`src/fbsac_pkg.sv`:
```
// Package: constants, opcodes and the command word passed from front to back.
package fbsac_pkg;

    localparam int MAX_PAYLOAD = 20;
    localparam int REM_W       = $clog2(MAX_PAYLOAD + 1);
    localparam int QDEPTH      = 4;
    localparam int QPTR_W      = $clog2(QDEPTH);
    localparam int QCNT_W      = $clog2(QDEPTH + 1);
    localparam int IDX_W       = 3;

    localparam logic [7:0] LEN_MAX   = 8'(MAX_PAYLOAD);
    localparam logic [7:0] HDR_SYNC0 = 8'hAA;
    localparam logic [7:0] HDR_SYNC1 = 8'hFF;
    localparam logic [7:0] HDR_FUNC  = 8'hF0;
    localparam logic [7:0] CODE_MIN  = 8'd1;
    localparam logic [7:0] CODE_MAX  = 8'd10;

    localparam logic OP_START   = 1'b0;
    localparam logic OP_PAYLOAD = 1'b1;

    // Header byte positions
    localparam logic [IDX_W-1:0] IDX_SYNC0 = 3'd0;
    localparam logic [IDX_W-1:0] IDX_SYNC1 = 3'd1;
    localparam logic [IDX_W-1:0] IDX_FUNC  = 3'd2;
    localparam logic [IDX_W-1:0] IDX_LEN   = 3'd3;
    localparam logic [IDX_W-1:0] HDR_BYTES = 3'd4;
    localparam logic [IDX_W-1:0] PAY_BYTES = 3'd1;

    typedef struct packed {
        logic       is_start;
        logic [7:0] value;     // function byte on start, data byte otherwise
        logic [7:0] len;       // saturated length, start only
        logic       closes;    // check bytes follow this command
    } t_cmd;

endpackage

```
`src/fbsac_if.sv`:
```
// Stream interfaces for the input item channel and the output byte channel.
interface fbsac_in_if;
    logic       valid;
    logic       ready;
    logic       opcode;
    logic [7:0] function_code;
    logic [7:0] frame_length;
    logic [7:0] data_byte;

    modport source (output valid, opcode, function_code, frame_length, data_byte,
                    input ready);
    modport sink   (input valid, opcode, function_code, frame_length, data_byte,
                    output ready);
endinterface

interface fbsac_out_if;
    logic       valid;
    logic       ready;
    logic [7:0] out_byte;
    logic       last_of_frame;

    modport source (output valid, out_byte, last_of_frame, input ready);
    modport sink   (input valid, out_byte, last_of_frame, output ready);
endinterface

```
`src/fbsac_front.sv`:
```
// Front end: accepts input words, tracks frame state, emits commands to the queue.
module fbsac_front (
    input  logic                i_clk,
    input  logic                i_rst_n,
    fbsac_in_if.sink            i_in,
    input  logic                i_full,
    output logic                o_push,
    output fbsac_pkg::t_cmd     o_cmd
);
    import fbsac_pkg::*;

    logic             r_open, n_open;
    logic [REM_W-1:0] r_rem, n_rem;
    logic             accept;
    logic [7:0]       len_sat;
    logic [7:0]       fbyte;

    assign i_in.ready = !i_full;
    assign accept     = i_in.valid && i_in.ready;

    always_comb begin
        len_sat = (i_in.frame_length > LEN_MAX) ? LEN_MAX : i_in.frame_length;
        fbyte   = HDR_FUNC;
        if (i_in.function_code >= CODE_MIN && i_in.function_code <= CODE_MAX) begin
            fbyte = HDR_FUNC | i_in.function_code;
        end
    end

    always_comb begin
        n_open = r_open;
        n_rem  = r_rem;
        o_push = 1'b0;
        o_cmd  = '0;
        if (accept) begin
            if (i_in.opcode == OP_START) begin
                o_push         = 1'b1;
                o_cmd.is_start = 1'b1;
                o_cmd.value    = fbyte;
                o_cmd.len      = len_sat;
                o_cmd.closes   = (len_sat == 8'd0);
                n_open         = (len_sat != 8'd0);
                n_rem          = len_sat[REM_W-1:0];
            end else if (r_open && r_rem != '0) begin
                // stray payload outside a frame is dropped here
                o_push         = 1'b1;
                o_cmd.is_start = 1'b0;
                o_cmd.value    = i_in.data_byte;
                o_cmd.closes   = (r_rem == REM_W'(1));
                n_rem          = r_rem - REM_W'(1);
                if (r_rem == REM_W'(1)) begin
                    n_open = 1'b0;
                end
            end
        end
    end

    always_ff @(posedge i_clk) begin
        if (!i_rst_n) begin
            r_open <= 1'b0;
            r_rem  <= '0;
        end else begin
            r_open <= n_open;
            r_rem  <= n_rem;
        end
    end

endmodule

```
`src/fbsac_queue.sv`:
```
// Small command FIFO that decouples the front end from the serializer.
module fbsac_queue (
    input  logic                i_clk,
    input  logic                i_rst_n,
    input  logic                i_push,
    input  fbsac_pkg::t_cmd     i_cmd,
    output logic                o_full,
    input  logic                i_pop,
    output logic                o_valid,
    output fbsac_pkg::t_cmd     o_cmd
);
    import fbsac_pkg::*;

    t_cmd              r_mem [QDEPTH];
    logic [QPTR_W-1:0] r_wp, r_rp;
    logic [QCNT_W-1:0] r_cnt;
    logic              do_push, do_pop;

    assign o_full  = (r_cnt == QCNT_W'(QDEPTH));
    assign o_valid = (r_cnt != '0);
    assign o_cmd   = r_mem[r_rp];
    assign do_push = i_push && !o_full;
    assign do_pop  = i_pop && o_valid;

    always_ff @(posedge i_clk) begin
        if (do_push) begin
            r_mem[r_wp] <= i_cmd;
        end
    end

    always_ff @(posedge i_clk) begin
        if (!i_rst_n) begin
            r_wp  <= '0;
            r_rp  <= '0;
            r_cnt <= '0;
        end else begin
            if (do_push) r_wp <= r_wp + QPTR_W'(1);
            if (do_pop)  r_rp <= r_rp + QPTR_W'(1);
            case ({do_push, do_pop})
                2'b10:   r_cnt <= r_cnt + QCNT_W'(1);
                2'b01:   r_cnt <= r_cnt - QCNT_W'(1);
                default: r_cnt <= r_cnt;
            endcase
        end
    end

endmodule

```
`src/fbsac_back.sv`:
```
// Back end: serializes each command into frame bytes and keeps both checks.
module fbsac_back (
    input  logic                i_clk,
    input  logic                i_rst_n,
    input  logic                i_valid,
    input  fbsac_pkg::t_cmd     i_cmd,
    output logic                o_pop,
    fbsac_out_if.source         o_out
);
    import fbsac_pkg::*;

    logic             r_busy;
    t_cmd             r_cmd;
    logic [IDX_W-1:0] r_idx;
    logic [7:0]       r_sum, r_add;
    logic             r_out_valid;
    logic [7:0]       r_byte;
    logic             r_last;

    logic             emit, finish;
    logic [IDX_W-1:0] ndata;
    logic [7:0]       data_b, base_sum, base_add, n_sum, n_add, e_byte;
    logic             e_last;

    assign o_out.valid         = r_out_valid;
    assign o_out.out_byte      = r_byte;
    assign o_out.last_of_frame = r_last;

    assign emit  = r_busy && (!r_out_valid || o_out.ready);
    assign o_pop = i_valid && (!r_busy || finish);
    assign ndata = r_cmd.is_start ? HDR_BYTES : PAY_BYTES;

    always_comb begin
        data_b = r_cmd.value;
        if (r_cmd.is_start) begin
            case (r_idx)
                IDX_SYNC0: data_b = HDR_SYNC0;
                IDX_SYNC1: data_b = HDR_SYNC1;
                IDX_FUNC:  data_b = r_cmd.value;
                IDX_LEN:   data_b = r_cmd.len;
                default:   data_b = r_cmd.value;
            endcase
        end
        // a frame's checks restart with its first header byte
        base_sum = (r_cmd.is_start && r_idx == IDX_SYNC0) ? 8'd0 : r_sum;
        base_add = (r_cmd.is_start && r_idx == IDX_SYNC0) ? 8'd0 : r_add;
        n_sum    = base_sum + data_b;
        n_add    = base_add + n_sum;

        e_byte = data_b;
        e_last = 1'b0;
        finish = 1'b0;
        if (r_idx < ndata) begin
            finish = emit && (r_idx == ndata - IDX_W'(1)) && !r_cmd.closes;
        end else if (r_idx == ndata) begin
            e_byte = r_sum;
        end else begin
            e_byte = r_add;
            e_last = 1'b1;
            finish = emit;
        end
    end

    always_ff @(posedge i_clk) begin
        if (emit) begin
            r_byte <= e_byte;
            r_last <= e_last;
            if (r_idx < ndata) begin
                r_sum <= n_sum;
                r_add <= n_add;
            end
        end
        if (o_pop) begin
            r_cmd <= i_cmd;
        end
    end

    always_ff @(posedge i_clk) begin
        if (!i_rst_n) begin
            r_busy      <= 1'b0;
            r_idx       <= '0;
            r_out_valid <= 1'b0;
        end else begin
            if (emit) begin
                r_out_valid <= 1'b1;
            end else if (o_out.ready) begin
                r_out_valid <= 1'b0;
            end
            if (o_pop) begin
                r_busy <= 1'b1;
                r_idx  <= '0;
            end else if (finish) begin
                r_busy <= 1'b0;
            end else if (emit) begin
                r_idx <= r_idx + IDX_W'(1);
            end
        end
    end

endmodule

```
`src/frame_builder_sum_add_check_unit.sv`:
```
// Top level: telemetry frame builder with sum and add check bytes.
// Each input word is classified by the front end (start, payload in frame, or
// stray payload, which is dropped) and queued in a four-entry command FIFO; the
// serializer then emits one frame byte per cycle, while the output accepts them,
// into a registered output stage. A payload word yields one byte, or three when it
// closes the frame; a start word yields four, or six for an empty frame. The next
// command is loaded in the cycle that emits the last byte of the current one, so
// only an idle serializer adds a load step: a word accepted into an empty block
// passes the FIFO, command and output registers before its first byte shows. The
// input keeps accepting while the FIFO has room, so short bursts are absorbed while
// the output stalls. last_of_frame marks the add-check byte ending a completed frame.
module frame_builder_sum_add_check_unit (
    input  logic         i_clk,
    input  logic         i_rst_n,
    fbsac_in_if.sink     i_in,
    fbsac_out_if.source  o_out
);
    import fbsac_pkg::*;

    logic q_full, q_push, q_pop, q_valid;
    t_cmd push_cmd, head_cmd;

    fbsac_front u_front (
        .i_clk   (i_clk),
        .i_rst_n (i_rst_n),
        .i_in    (i_in),
        .i_full  (q_full),
        .o_push  (q_push),
        .o_cmd   (push_cmd)
    );

    fbsac_queue u_queue (
        .i_clk   (i_clk),
        .i_rst_n (i_rst_n),
        .i_push  (q_push),
        .i_cmd   (push_cmd),
        .o_full  (q_full),
        .i_pop   (q_pop),
        .o_valid (q_valid),
        .o_cmd   (head_cmd)
    );

    fbsac_back u_back (
        .i_clk   (i_clk),
        .i_rst_n (i_rst_n),
        .i_valid (q_valid),
        .i_cmd   (head_cmd),
        .o_pop   (q_pop),
        .o_out   (o_out)
    );

endmodule

```
`src/flat_wrapper.sv`:
```
// flat-port wrapper written by rule: the top's interface ports become plain ports
module frame_builder_sum_add_check_unit_flat import fbsac_pkg::*;
  (i_clk, i_rst_n, i_in_valid, i_in_opcode, i_in_function_code, i_in_frame_length, i_in_data_byte, i_in_ready, o_out_valid, o_out_out_byte, o_out_last_of_frame, o_out_ready);
  fbsac_in_if i_in_i ();
  fbsac_out_if o_out_i ();
  input  logic i_clk;
  input  logic i_rst_n;
  input wire logic [$bits(i_in_i.valid)-1:0] i_in_valid;
  input wire logic [$bits(i_in_i.opcode)-1:0] i_in_opcode;
  input wire logic [$bits(i_in_i.function_code)-1:0] i_in_function_code;
  input wire logic [$bits(i_in_i.frame_length)-1:0] i_in_frame_length;
  input wire logic [$bits(i_in_i.data_byte)-1:0] i_in_data_byte;
  output wire logic [$bits(i_in_i.ready)-1:0] i_in_ready;
  output wire logic [$bits(o_out_i.valid)-1:0] o_out_valid;
  output wire logic [$bits(o_out_i.out_byte)-1:0] o_out_out_byte;
  output wire logic [$bits(o_out_i.last_of_frame)-1:0] o_out_last_of_frame;
  input wire logic [$bits(o_out_i.ready)-1:0] o_out_ready;
  assign i_in_i.valid = i_in_valid;
  assign i_in_i.opcode = i_in_opcode;
  assign i_in_i.function_code = i_in_function_code;
  assign i_in_i.frame_length = i_in_frame_length;
  assign i_in_i.data_byte = i_in_data_byte;
  assign i_in_ready = i_in_i.ready;
  assign o_out_valid = o_out_i.valid;
  assign o_out_out_byte = o_out_i.out_byte;
  assign o_out_last_of_frame = o_out_i.last_of_frame;
  assign o_out_i.ready = o_out_ready;
  frame_builder_sum_add_check_unit u_core (.i_clk(i_clk), .i_rst_n(i_rst_n), .i_in(i_in_i), .o_out(o_out_i));
endmodule
```
`config.mk`:
```
export PLATFORM = sky130hd
export DESIGN_NAME = frame_builder_sum_add_check_unit_flat
export DESIGN_NICKNAME = d
export VERILOG_FILES = /design/src/fbsac_pkg.sv /design/src/fbsac_if.sv /design/src/fbsac_front.sv /design/src/fbsac_queue.sv /design/src/fbsac_back.sv /design/src/frame_builder_sum_add_check_unit.sv /design/src/flat_wrapper.sv
export SDC_FILE = /design/constraint.sdc
export NUM_CORES = 1
export LEC_CHECK = 0
export BUFFER_PORTS_ARGS = -buffer_cell sky130_fd_sc_hd__buf_2
export CORE_MARGIN = 4
export CORE_UTILIZATION = 35
export CTS_CLUSTER_DIAMETER = 100
export CTS_CLUSTER_SIZE = 12
export DETAILED_ROUTE_END_ITERATION = 6
export SYNTH_ARGS = -nofsm -noshare
export SYNTH_HDL_FRONTEND = slang
export SYNTH_SLANG_ARGS = --single-unit
```
`constraint.sdc`:
```
create_clock -name i_clk -period 9.77 [get_ports i_clk]
set_clock_uncertainty 0.2 [all_clocks]
set_input_delay 0.977 -clock i_clk [delete_from_list [all_inputs] [get_ports i_clk]]
set_output_delay 0.977 -clock i_clk [all_outputs]
set_load 0.05 [all_outputs]
```
* Word-level counts from Yosys, hierarchy flattened
Memory sizes are Yosys's and may differ from the RTL's. A register that Yosys moved wholly into a read port is not among the register bits. Cells that the tools add are included.
Cells by class: muxes and demuxes 33, magnitude comparators 4, equality and inequality tests 10, reduce and logical (&&, ||, !) cells 29, bitwise logic cells 2, $add $sub $neg 9
Operator list (number):
- 8-bit two-way mux | 8
- 8-bit case mux with 3 select lines | 1
- 18-bit two-way mux | 1
- 1-bit two-way mux | 17
- 8-bit adder | 2
- 1-bit logical AND | 10
- 5-bit two-way mux | 2
- 9-bit two-way mux | 1
- 8-bit by 1-bit greater-or-equal comparator with 1-bit output (second input constant) | 1
- 8-bit by 5-bit greater-than comparator with 1-bit output (second input constant) | 1
- 8-bit by 4-bit less-or-equal comparator with 1-bit output (second input constant) | 1
- 8-bit logical NOT | 1
- 8-bit nonzero test | 1
- 3-bit by 1-bit adder with 3-bit output (second input constant) | 2
- 3-bit equality test | 2
- 3-bit case mux with 2 select lines | 1
- 2-bit AND reduction | 3
- 2-bit nonzero test | 3
- 3-bit by 1-bit subtractor with 3-bit output (second input constant) | 2
- 5-bit by 1-bit equality test with 1-bit output (second input constant) | 1
- 5-bit nonzero test | 1
- 5-bit by 1-bit subtractor with 5-bit output (second input constant) | 1
- 2-bit by 1-bit adder with 2-bit output (second input constant) | 2
- 1-bit logical NOT | 4
- 15 further kinds | 18
Storage, ports and cells: memories kept 1, input bits 29, output and inout port bits 11, register bits after elaboration 43, word-level logic and storage cells 100, RAM bits 72
Memory list:
- u_core.u_queue.r_mem | depth 4, bits a word 18, read ports 1, clocked after Yosys merged registers in 1, write ports 1, RTL line fbsac_queue.sv:14 | t_cmd r_mem [QDEPTH];

* Logic depth before layout (Yosys ltp)
Gate-level depths: netlist (run 1).
depth in word-level cells 11, gate-level depth with buffers 21, depth with buffers taken out 21

* Modules after synthesis
From an unflattened synthesis (run 1), not the netlist that was laid out.
Second synthesis, totals: cells, all modules 464, area, all modules 6422.4 um2
By module, submodules not included:
- fbsac_queue | seq. area each 2342.2 um2, cells each 146, times used 1, area an instance 3136.8 um2
- fbsac_back | seq. area each 1391.3 um2, cells each 224, times used 1, area an instance 2650.0 um2
- fbsac_front | seq. area each 120.1 um2, cells each 94, times used 1, area an instance 635.6 um2

* Worst setup path after synthesis (run 1)
No wires, ideal clock.
path type register to register, start reg u_core.u_back.r_idx[1], end reg u_core.u_back.r_add[7] (data pin), cell stages (with the launch flop) 22, path buffers 0, clock period less this slack 4010 ps, data required time 9310 ps, library setup time 260 ps, slack 5760 ps, arrival 3550 ps, cell sequence dfxtp_1 > inv_1 > ha_1 > nor2_1 > nor2_1 > o21ai_1 > nand2_1 > o21ai_0 > ha_1 > inv_1 > fa_1 > nor2b_1 > o21ai_0 > a21boi_0 > o21a_1 > nor2_1 > xnor2_1 > ha_1 > o21ai_0 > or2b_2 > o41a_1 > xnor2_1
On the way: word-level cells in the longest chain between the ends 5, elaborated cells on any way between the ends 10, classes of those cells 2 x add/sub; 2 x eq/ne; 4 x mux; 2 x reduce/logical
RTL lines:
- from (decl) | RTL line fbsac_back.sv:14 | logic [IDX_W-1:0] r_idx;
- from (signal assigned) | RTL line fbsac_back.sv:95 | r_idx <= r_idx + IDX_W'(1);
- 3-bit by 2-bit equality test with 1-bit output, or another cell as far along | RTL line fbsac_back.sv:36 | case (r_idx)
- 8-bit case mux with 3 select lines / 1-bit logical AND (equally long branches) | RTL line fbsac_back.sv:36, fbsac_back.sv:45
- 8-bit two-way mux (on tied branches) | RTL line fbsac_back.sv:35, fbsac_back.sv:45
- 8-bit adder (*) | RTL line fbsac_back.sv:47 | n_sum = base_sum + data_b;
- net u_core.u_back.n_sum[6] | RTL line fbsac_back.sv:22 | logic [7:0] data_b, base_sum, base_add, n_sum, n_add, e_byte;
- 8-bit adder (*) | RTL line fbsac_back.sv:48 | n_add = base_add + n_sum;
- net u_core.u_back.n_add[7] | RTL line fbsac_back.sv:22
- to (signal assigned) | RTL line fbsac_back.sv:70 | r_add <= n_add;
- to (decl) | RTL line fbsac_back.sv:15 | logic [7:0] r_sum, r_add;
The timed path passes the listed nets; every way through them passes the cells marked *. A chain may end at the register's enable or synchronous reset.

* Worst setup path after layout (run 1)
Same ends and word-level chain as after synthesis.

==> results of run 1 <==
routing by layer:
metal	wire, microns	part of all wire [%]	up-vias
met4	213	1.9	0
li1	-	-	1782
met2	5590	50	83
met1	4920	44	1753
met5	0	0	-
met3	526	4.7	17
state kept, by name, indices dropped and copies added (netlist names), 3 cells and up:
name / cells
u_core.u_back.o_out.out_byte: 8
u_core.u_back.r_add: 8
u_core.u_back.r_cmd: 18
u_core.u_back.r_idx: 3
u_core.u_back.r_sum: 8
u_core.u_front.r_rem: 5
u_core.u_queue.r_cnt: 3
u_core.u_queue.r_mem: 72
worst reg2reg max path, cell delays in order, from the launching register on:
cell	delay, ns
dfxtp_1	0.40
inv_1	0.11
ha_1	0.20
nor2_1	0.20
nor2_1	0.08
o21ai_1	0.36
nand2_1	0.10
o21ai_0	0.14
ha_1	0.22
inv_1	0.05
fa_1	0.39
nor2b_1	0.12
o21ai_0	0.11
a21boi_0	0.26
o21a_1	0.15
nor2_1	0.05
xnor2_1	0.21
ha_1	0.29
o21ai_0	0.07
or2b_2	0.31
o41a_1	0.12
xnor2_1	0.13
power breakdown:
part	leakage (nW)	internal [mW]	switching, mW	total [mW]
Clock	0.292	0.390	0.228	0.618
Sequential	1.23	0.883	0.0708	0.954
Combinational	1.21	0.571	0.741	1.31
cells by family (layout without fill, tap and decap cells):
family	count (synthesis)	after routing	share of synthesized area (%)
XOR/XNOR	18	18	2.54
adder cells (fa/ha/maj)	31	31	6.61
multiplexers	28	28	8.22
buffers and inverters	36	97	2.48
AO/OA/AOI/OAI	76	76	8.34
AND/OR/NAND/NOR	128	128	10.4
flip-flops	133	133	61.4
other	1	12	0.0604
worst paths after layout:
check                                             from                endpoint  slack (ns)
worst min register to register  u_core.u_queue.r_wp[1]  u_core.u_queue.r_wp[1]        0.31
worst max register to register  u_core.u_back.r_idx[1]  u_core.u_back.r_add[7]        5.26
worst min-delay path            u_core.u_queue.r_wp[1]  u_core.u_queue.r_wp[1]        0.31
worst max-delay path            u_core.u_back.r_idx[1]  u_core.u_back.r_add[7]        5.26
synth_stat cells (2+ instances only):
library cell	n	area, sq um
a211oi_1	2	15.0
a21boi_0	4	30.0
a21boi_1	3	22.5
a21o_1	6	45.0
a21oi_1	13	65.1
a31oi_1	3	18.8
a32oi_1	4	35.0
and2_1	23	144
and3_1	3	18.8
buf_2	3	15.0
buf_6	2	22.5
clkbuf_1	6	22.5
dfxtp_1	18	360
edfxtp_1	115	3450
fa_1	3	60.1
ha_1	28	350
inv_1	22	82.6
inv_2	2	7.51
mux2i_1	9	90.1
mux4_2	18	405
nand2_1	37	139
nand2b_1	3	18.8
nand3_1	6	30.0
nand3b_1	2	15.0
nor2_1	29	109
nor2b_1	5	31.3
nor3_1	6	30.0
nor4_1	2	12.5
o21a_1	2	15.0
o21ai_0	23	115
o21ai_1	2	10.0
o2bb2ai_1	2	17.5
o41a_1	2	22.5
or3_1	5	31.3
xnor2_1	13	114
xor2_1	5	43.8
area by class of cell:
type | count | area [sq um] | share of cell area [%]
Clock inverter | 11 | 124 | 1.70
Clock buffer | 21 | 460 | 6.34
Timing Repair Buffer | 41 | 210 | 2.89
Sequential cell | 133 | 3810 | 52.5
Inverter | 24 | 90.1 | 1.24
Tap cell | 225 | 282 | 3.87
Multi-Input combinational cell | 293 | 2290 | 31.5
per-stage QoR:
step           power, mW  instance area [sq um]
2_1_floorplan       2.01                   6250
3_3_place_gp        2.25                   6680
3_5_place_dp        2.29                   6680
4_1_cts             2.92                   7270
5_1_grt             3.12                   7270
6_report            2.88                   7270
==> results.txt, run 1 <==
Root Driver = clkbuf_16
initial detailed-routing violation count = 214
fin nets = 570
Hold WS = 0.305 ns
M1 GR Usage = 14.4%
area of the die = 19900 sq um
largest net degree at the start of global routing = 22
setup violators final = 0
Finished Layout Cells = 748
CP Data Required Time = 9.72 ns
GRT Max-Usage Layer = met2
Synth Flop Type = edfxtp_1
Syn. warnings = 0
worst slew pin tran = 0.991 ns
Area growth syn-to-layout = 17.0%
IO Pins = 40
htree depth = 4
max_cap viols = 0
CP max-delay cell = dfxtp_1
Max FO, Critical Path = 7
first-pass GRT wire length = 19.0 mm
r2r worst-path depth = 21
DR DRC count = 0
initial antenna violation count = 0
post-layout util = 41.9%
pwr dens = 397 nW/um^2
floorplan row count = 48
Hold Path Class = reg2reg
antenna cells = 0
endpoints failing hold = 0
Mapped Cells = 451
met2 GRT Util = 20.8%
Hold Path Depth = 2
Slew Viols, Final = 0
average wire per standard cell = 15.0 microns
Initial Util = 35.8%
Post-Route WL = 11.3 mm
GRT Total Usage = 12.2%
clock latency on the worst-skew pair = 0.41 ns
vias in the first global route = 3818
share of cells above drive strength 1 = 19.1%
placed insts = 716
Num CTS Buffers = 17
leak pwr = 2.73 nW
clock slew at reported path FFs = 0.06 ns
Worst Path Buf+Inv = 2
CP Cell Sequence = inv_1 -> ha_1 -> nor2_1 -> nor2_1 -> o21ai_1 -> nand2_1 -> o21ai_0 -> ha_1 -> inv_1 -> fa_1 -> nor2b_1 -> o21ai_0 -> a21boi_0 -> o21a_1 -> nor2_1 -> xnor2_1 -> ha_1 -> o21ai_0 -> or2b_2 -> o41a_1 -> xnor2_1
Seq cells post-synth = 133
CTS tree = built
FFs w/ async S/R, synth = 0%
post-CTS setup buffer count = 0
final setup margin = 5.26 ns
Layout fillers = 1587
RePlAce Congestion = 0.904
Peak Freq = 222 MHz
HPWL Detailed = 7.89 mm
CTS Buffer Depth = 2
Netlist Area Pre-Place = 6210 sq um
final worst-path cycle share = 46.2%
post_cts resized = 0
Synth Area per Inst = 13.8 sq um
total global routing overflow = 0
Slew HR = 33.9%
Peak VDD IR = 200 uV
Netlist cell types = 56
pre-CTS setup slack = 5.28 ns
Post-CTS Hold Buffers = 0
IO buf count = 39
commonest non-fill, non-tap cell in the layout = edfxtp_1
kind of critical path = reg2reg
Worst path top cell family by delay = compound AO/OA/AOI/OAI gates
vias per cell = 4.86
Setup TNS = 0 ns
commonest non-fill, non-tap cells in the layout = 115 x edfxtp_1, 39 x buf_2, 37 x nand2_1, 29 x nor2_1, 28 x ha_1
Core ar. = 17400 sq um
critical path's largest stage delay = 0.40 ns
DRT antenna net count = 0
Startpoint Class = flip-flop
Crit. path cell count = 21
Vias = 3635
Tmin final = 4.51 ns
grt met3 use = 4.07%
RSZ-0062 raised after global routing = no
Post-synth EDFFs = 115
drt pass-1 iters = 4
Die Width = 141 microns
register area share after synthesis = 61.4%
die span in y = 141 microns
crit path capture type = flip-flop
status = finished, final reports clean
CTS Sinks = 133
worst endpoint data arrival time = 4.46 ns
No activity file was read; power rests on OpenSTA's default activity.
==> run 2, diff against run 1 <==
- clock period: 9.77 -> 3.7 ns (I/O delays scaled with it)
==> results.txt, run 2 (same netlist as run 1, synthesis figures left out) <==
floorplan row count = 48
Slew Viols, Final = 0
initial antenna violation count = 0
Post-CTS Hold Buffers = 0
worst endpoint data arrival time = 3.69 ns
clock latency on the worst-skew pair = 0.42 ns
Hold WS = 0.102 ns
Worst R2R Start = u_core.u_back.r_idx[0]
clock slew at reported path FFs = 0.06 ns
commonest non-fill, non-tap cells in the layout = 115 x edfxtp_1, 43 x buf_4, 39 x buf_2, 37 x nand2_1, 26 x nor2_1
CTS Buffer Depth = 2
Hold Path Class = in2reg
GRT Total Usage = 13.2%
RSZ-0062 raised after global routing = yes
final setup margin = -0.0163 ns
critical path's largest stage delay = 0.38 ns
DR DRC count = 0
largest net degree at the start of global routing = 21
Tmin final = 3.72 ns
CP Cell Sequence = inv_4 -> ha_4 -> nor2_4 -> nor2_4 -> o21ai_4 -> nand2_1 -> o21ai_2 -> ha_2 -> inv_2 -> fa_2 -> nor2b_1 -> o21ai_1 -> a21boi_1 -> o21a_1 -> nor2_1 -> xnor2_1 -> ha_1 -> o21ai_1 -> or2b_4 -> o41a_1 -> xnor2_1
vias per cell = 4.88
area of the die = 19900 sq um
Post-Route WL = 12.2 mm
biggest regs = u_core.u_queue.r_mem: 72 flops, u_core.u_back.r_cmd: 18 flops
IO buf count = 39
Num CTS Buffers = 17
Vias = 3856
status = finished, violations left
initial detailed-routing violation count = 198
Layout fillers = 1541
antenna cells = 0
vias in the first global route = 4082
hold_sp = i_in_data_byte[6]
Peak Freq = 269 MHz
Largest register FFs = 72
IO Pins = 40
HPWL Detailed = 8.54 mm
die span in y = 141 microns
Die Width = 141 microns
Area growth syn-to-layout = 23.7%
share of cells above drive strength 1 = 29.4%
CTS tree = built
Initial Util = 35.8%
crit path capture type = flip-flop
Worst Setup SP = u_core.u_back.r_idx[0]
CP max-delay cell = dfxtp_4
Root Driver = clkbuf_16
Worst path top cell family by delay = adder cells
Core ar. = 17400 sq um
failing checks = negative setup slack
max_cap viols = 0
Setup TNS = -0.0163 ns
total global routing overflow = 0
htree depth = 4
Biggest register = u_core.u_queue.r_mem
fin nets = 612
Slew HR = 36.2%
worst slew pin tran = 0.955 ns
Worst Path Buf+Inv = 2
endpoints failing hold = 0
final worst-path cycle share = 100%
kind of critical path = reg2reg
setup violators final = 1
Max FO, Critical Path = 4
first-pass GRT wire length = 20.2 mm
CTS Sinks = 133
drt pass-1 iters = 4
commonest non-fill, non-tap cell in the layout = edfxtp_1
DRT antenna net count = 0
average wire per standard cell = 15.4 microns
CP Data Required Time = 3.67 ns
Startpoint Class = flip-flop
RePlAce Congestion = 0.845
-- run 2: cell types whose count changed in the layout (fill, tap and decap cells not counted), sizes merged --
cell / previous run / this run
buf: 41 / 83
bufinv: 2 / 0
clkinv: 6 / 2
clkinvlp: 0 / 2
inv: 27 / 31
-- run 2: layout make-up --
class	count	area, sq um	share of cell area [%]
repair buffers	83	529	6.89
flip-flops and latches	133	3820	49.7
multi-input cells	293	2400	31.2
clock inverters	11	88.8	1.16
clock buffers	21	472	6.14
well taps	225	282	3.66
inverters	24	92.6	1.20
-- run 2: through the flow --
| step | util (%) | instances | area (sq um) | setup WS (ns) |
|---|---|---|---|---|
| after floorplan | - | 462 | 6260 | -0.173 |
| after global placement | 40.2 | 755 | 6980 | -0.181 |
| after detailed placement | 40.2 | 755 | 6980 | -0.289 |
| after CTS | 44.0 | 788 | 7630 | -0.00674 |
| after global routing | 44.3 | 790 | 7680 | -0.281 |
| final | 44.3 | 790 | 7680 | -0.0163 |
-- run 2: timing repair --
action	CTS	global route
pin swaps	8	3
cloned	0	0
gates resized for setup	24	10
setup buffers	1	3
setup endpoints to repair	2	3
-- run 2: final timing paths --
path | end | cells after the start | slack [ns]
worst max-delay path | u_core.u_back.r_add[7] | 21 | -0.02
worst min-delay path | u_core.u_queue.r_mem[3][15] | 3 | 0.10
worst max register to register | u_core.u_back.r_add[7] | 21 | -0.02
worst min register to register | u_core.u_queue.r_wp[1] | 2 | 0.31
-- run 2: worst reg2reg max path: stages (launching register included) --
cell and delay, ns:
dfxtp_4 0.38, inv_4 0.05, ha_4 0.16, nor2_4 0.13, nor2_4 0.05, o21ai_4 0.16
nand2_1 0.09, o21ai_2 0.07, ha_2 0.20, inv_2 0.04, fa_2 0.34, nor2b_1 0.11
o21ai_1 0.08, a21boi_1 0.18, o21a_1 0.16, nor2_1 0.05, xnor2_1 0.13, ha_1 0.32
o21ai_1 0.07, or2b_4 0.26, o41a_1 0.11, xnor2_1 0.12
-- run 2: per-layer routing --
metal  share of wire (%)  GRT usage [%]  vias up
li1                    -              -     1865
met1                  42           15.1     1852
met2                  49           22.4      106
met3                 5.1           4.21       33
met4                 3.2           6.02        0
met5                   0              0        -
Power of run 2 is left out: the tool's default activity adds up to more than one toggle a clock period on the data nets, which glitch-free logic cannot reach.
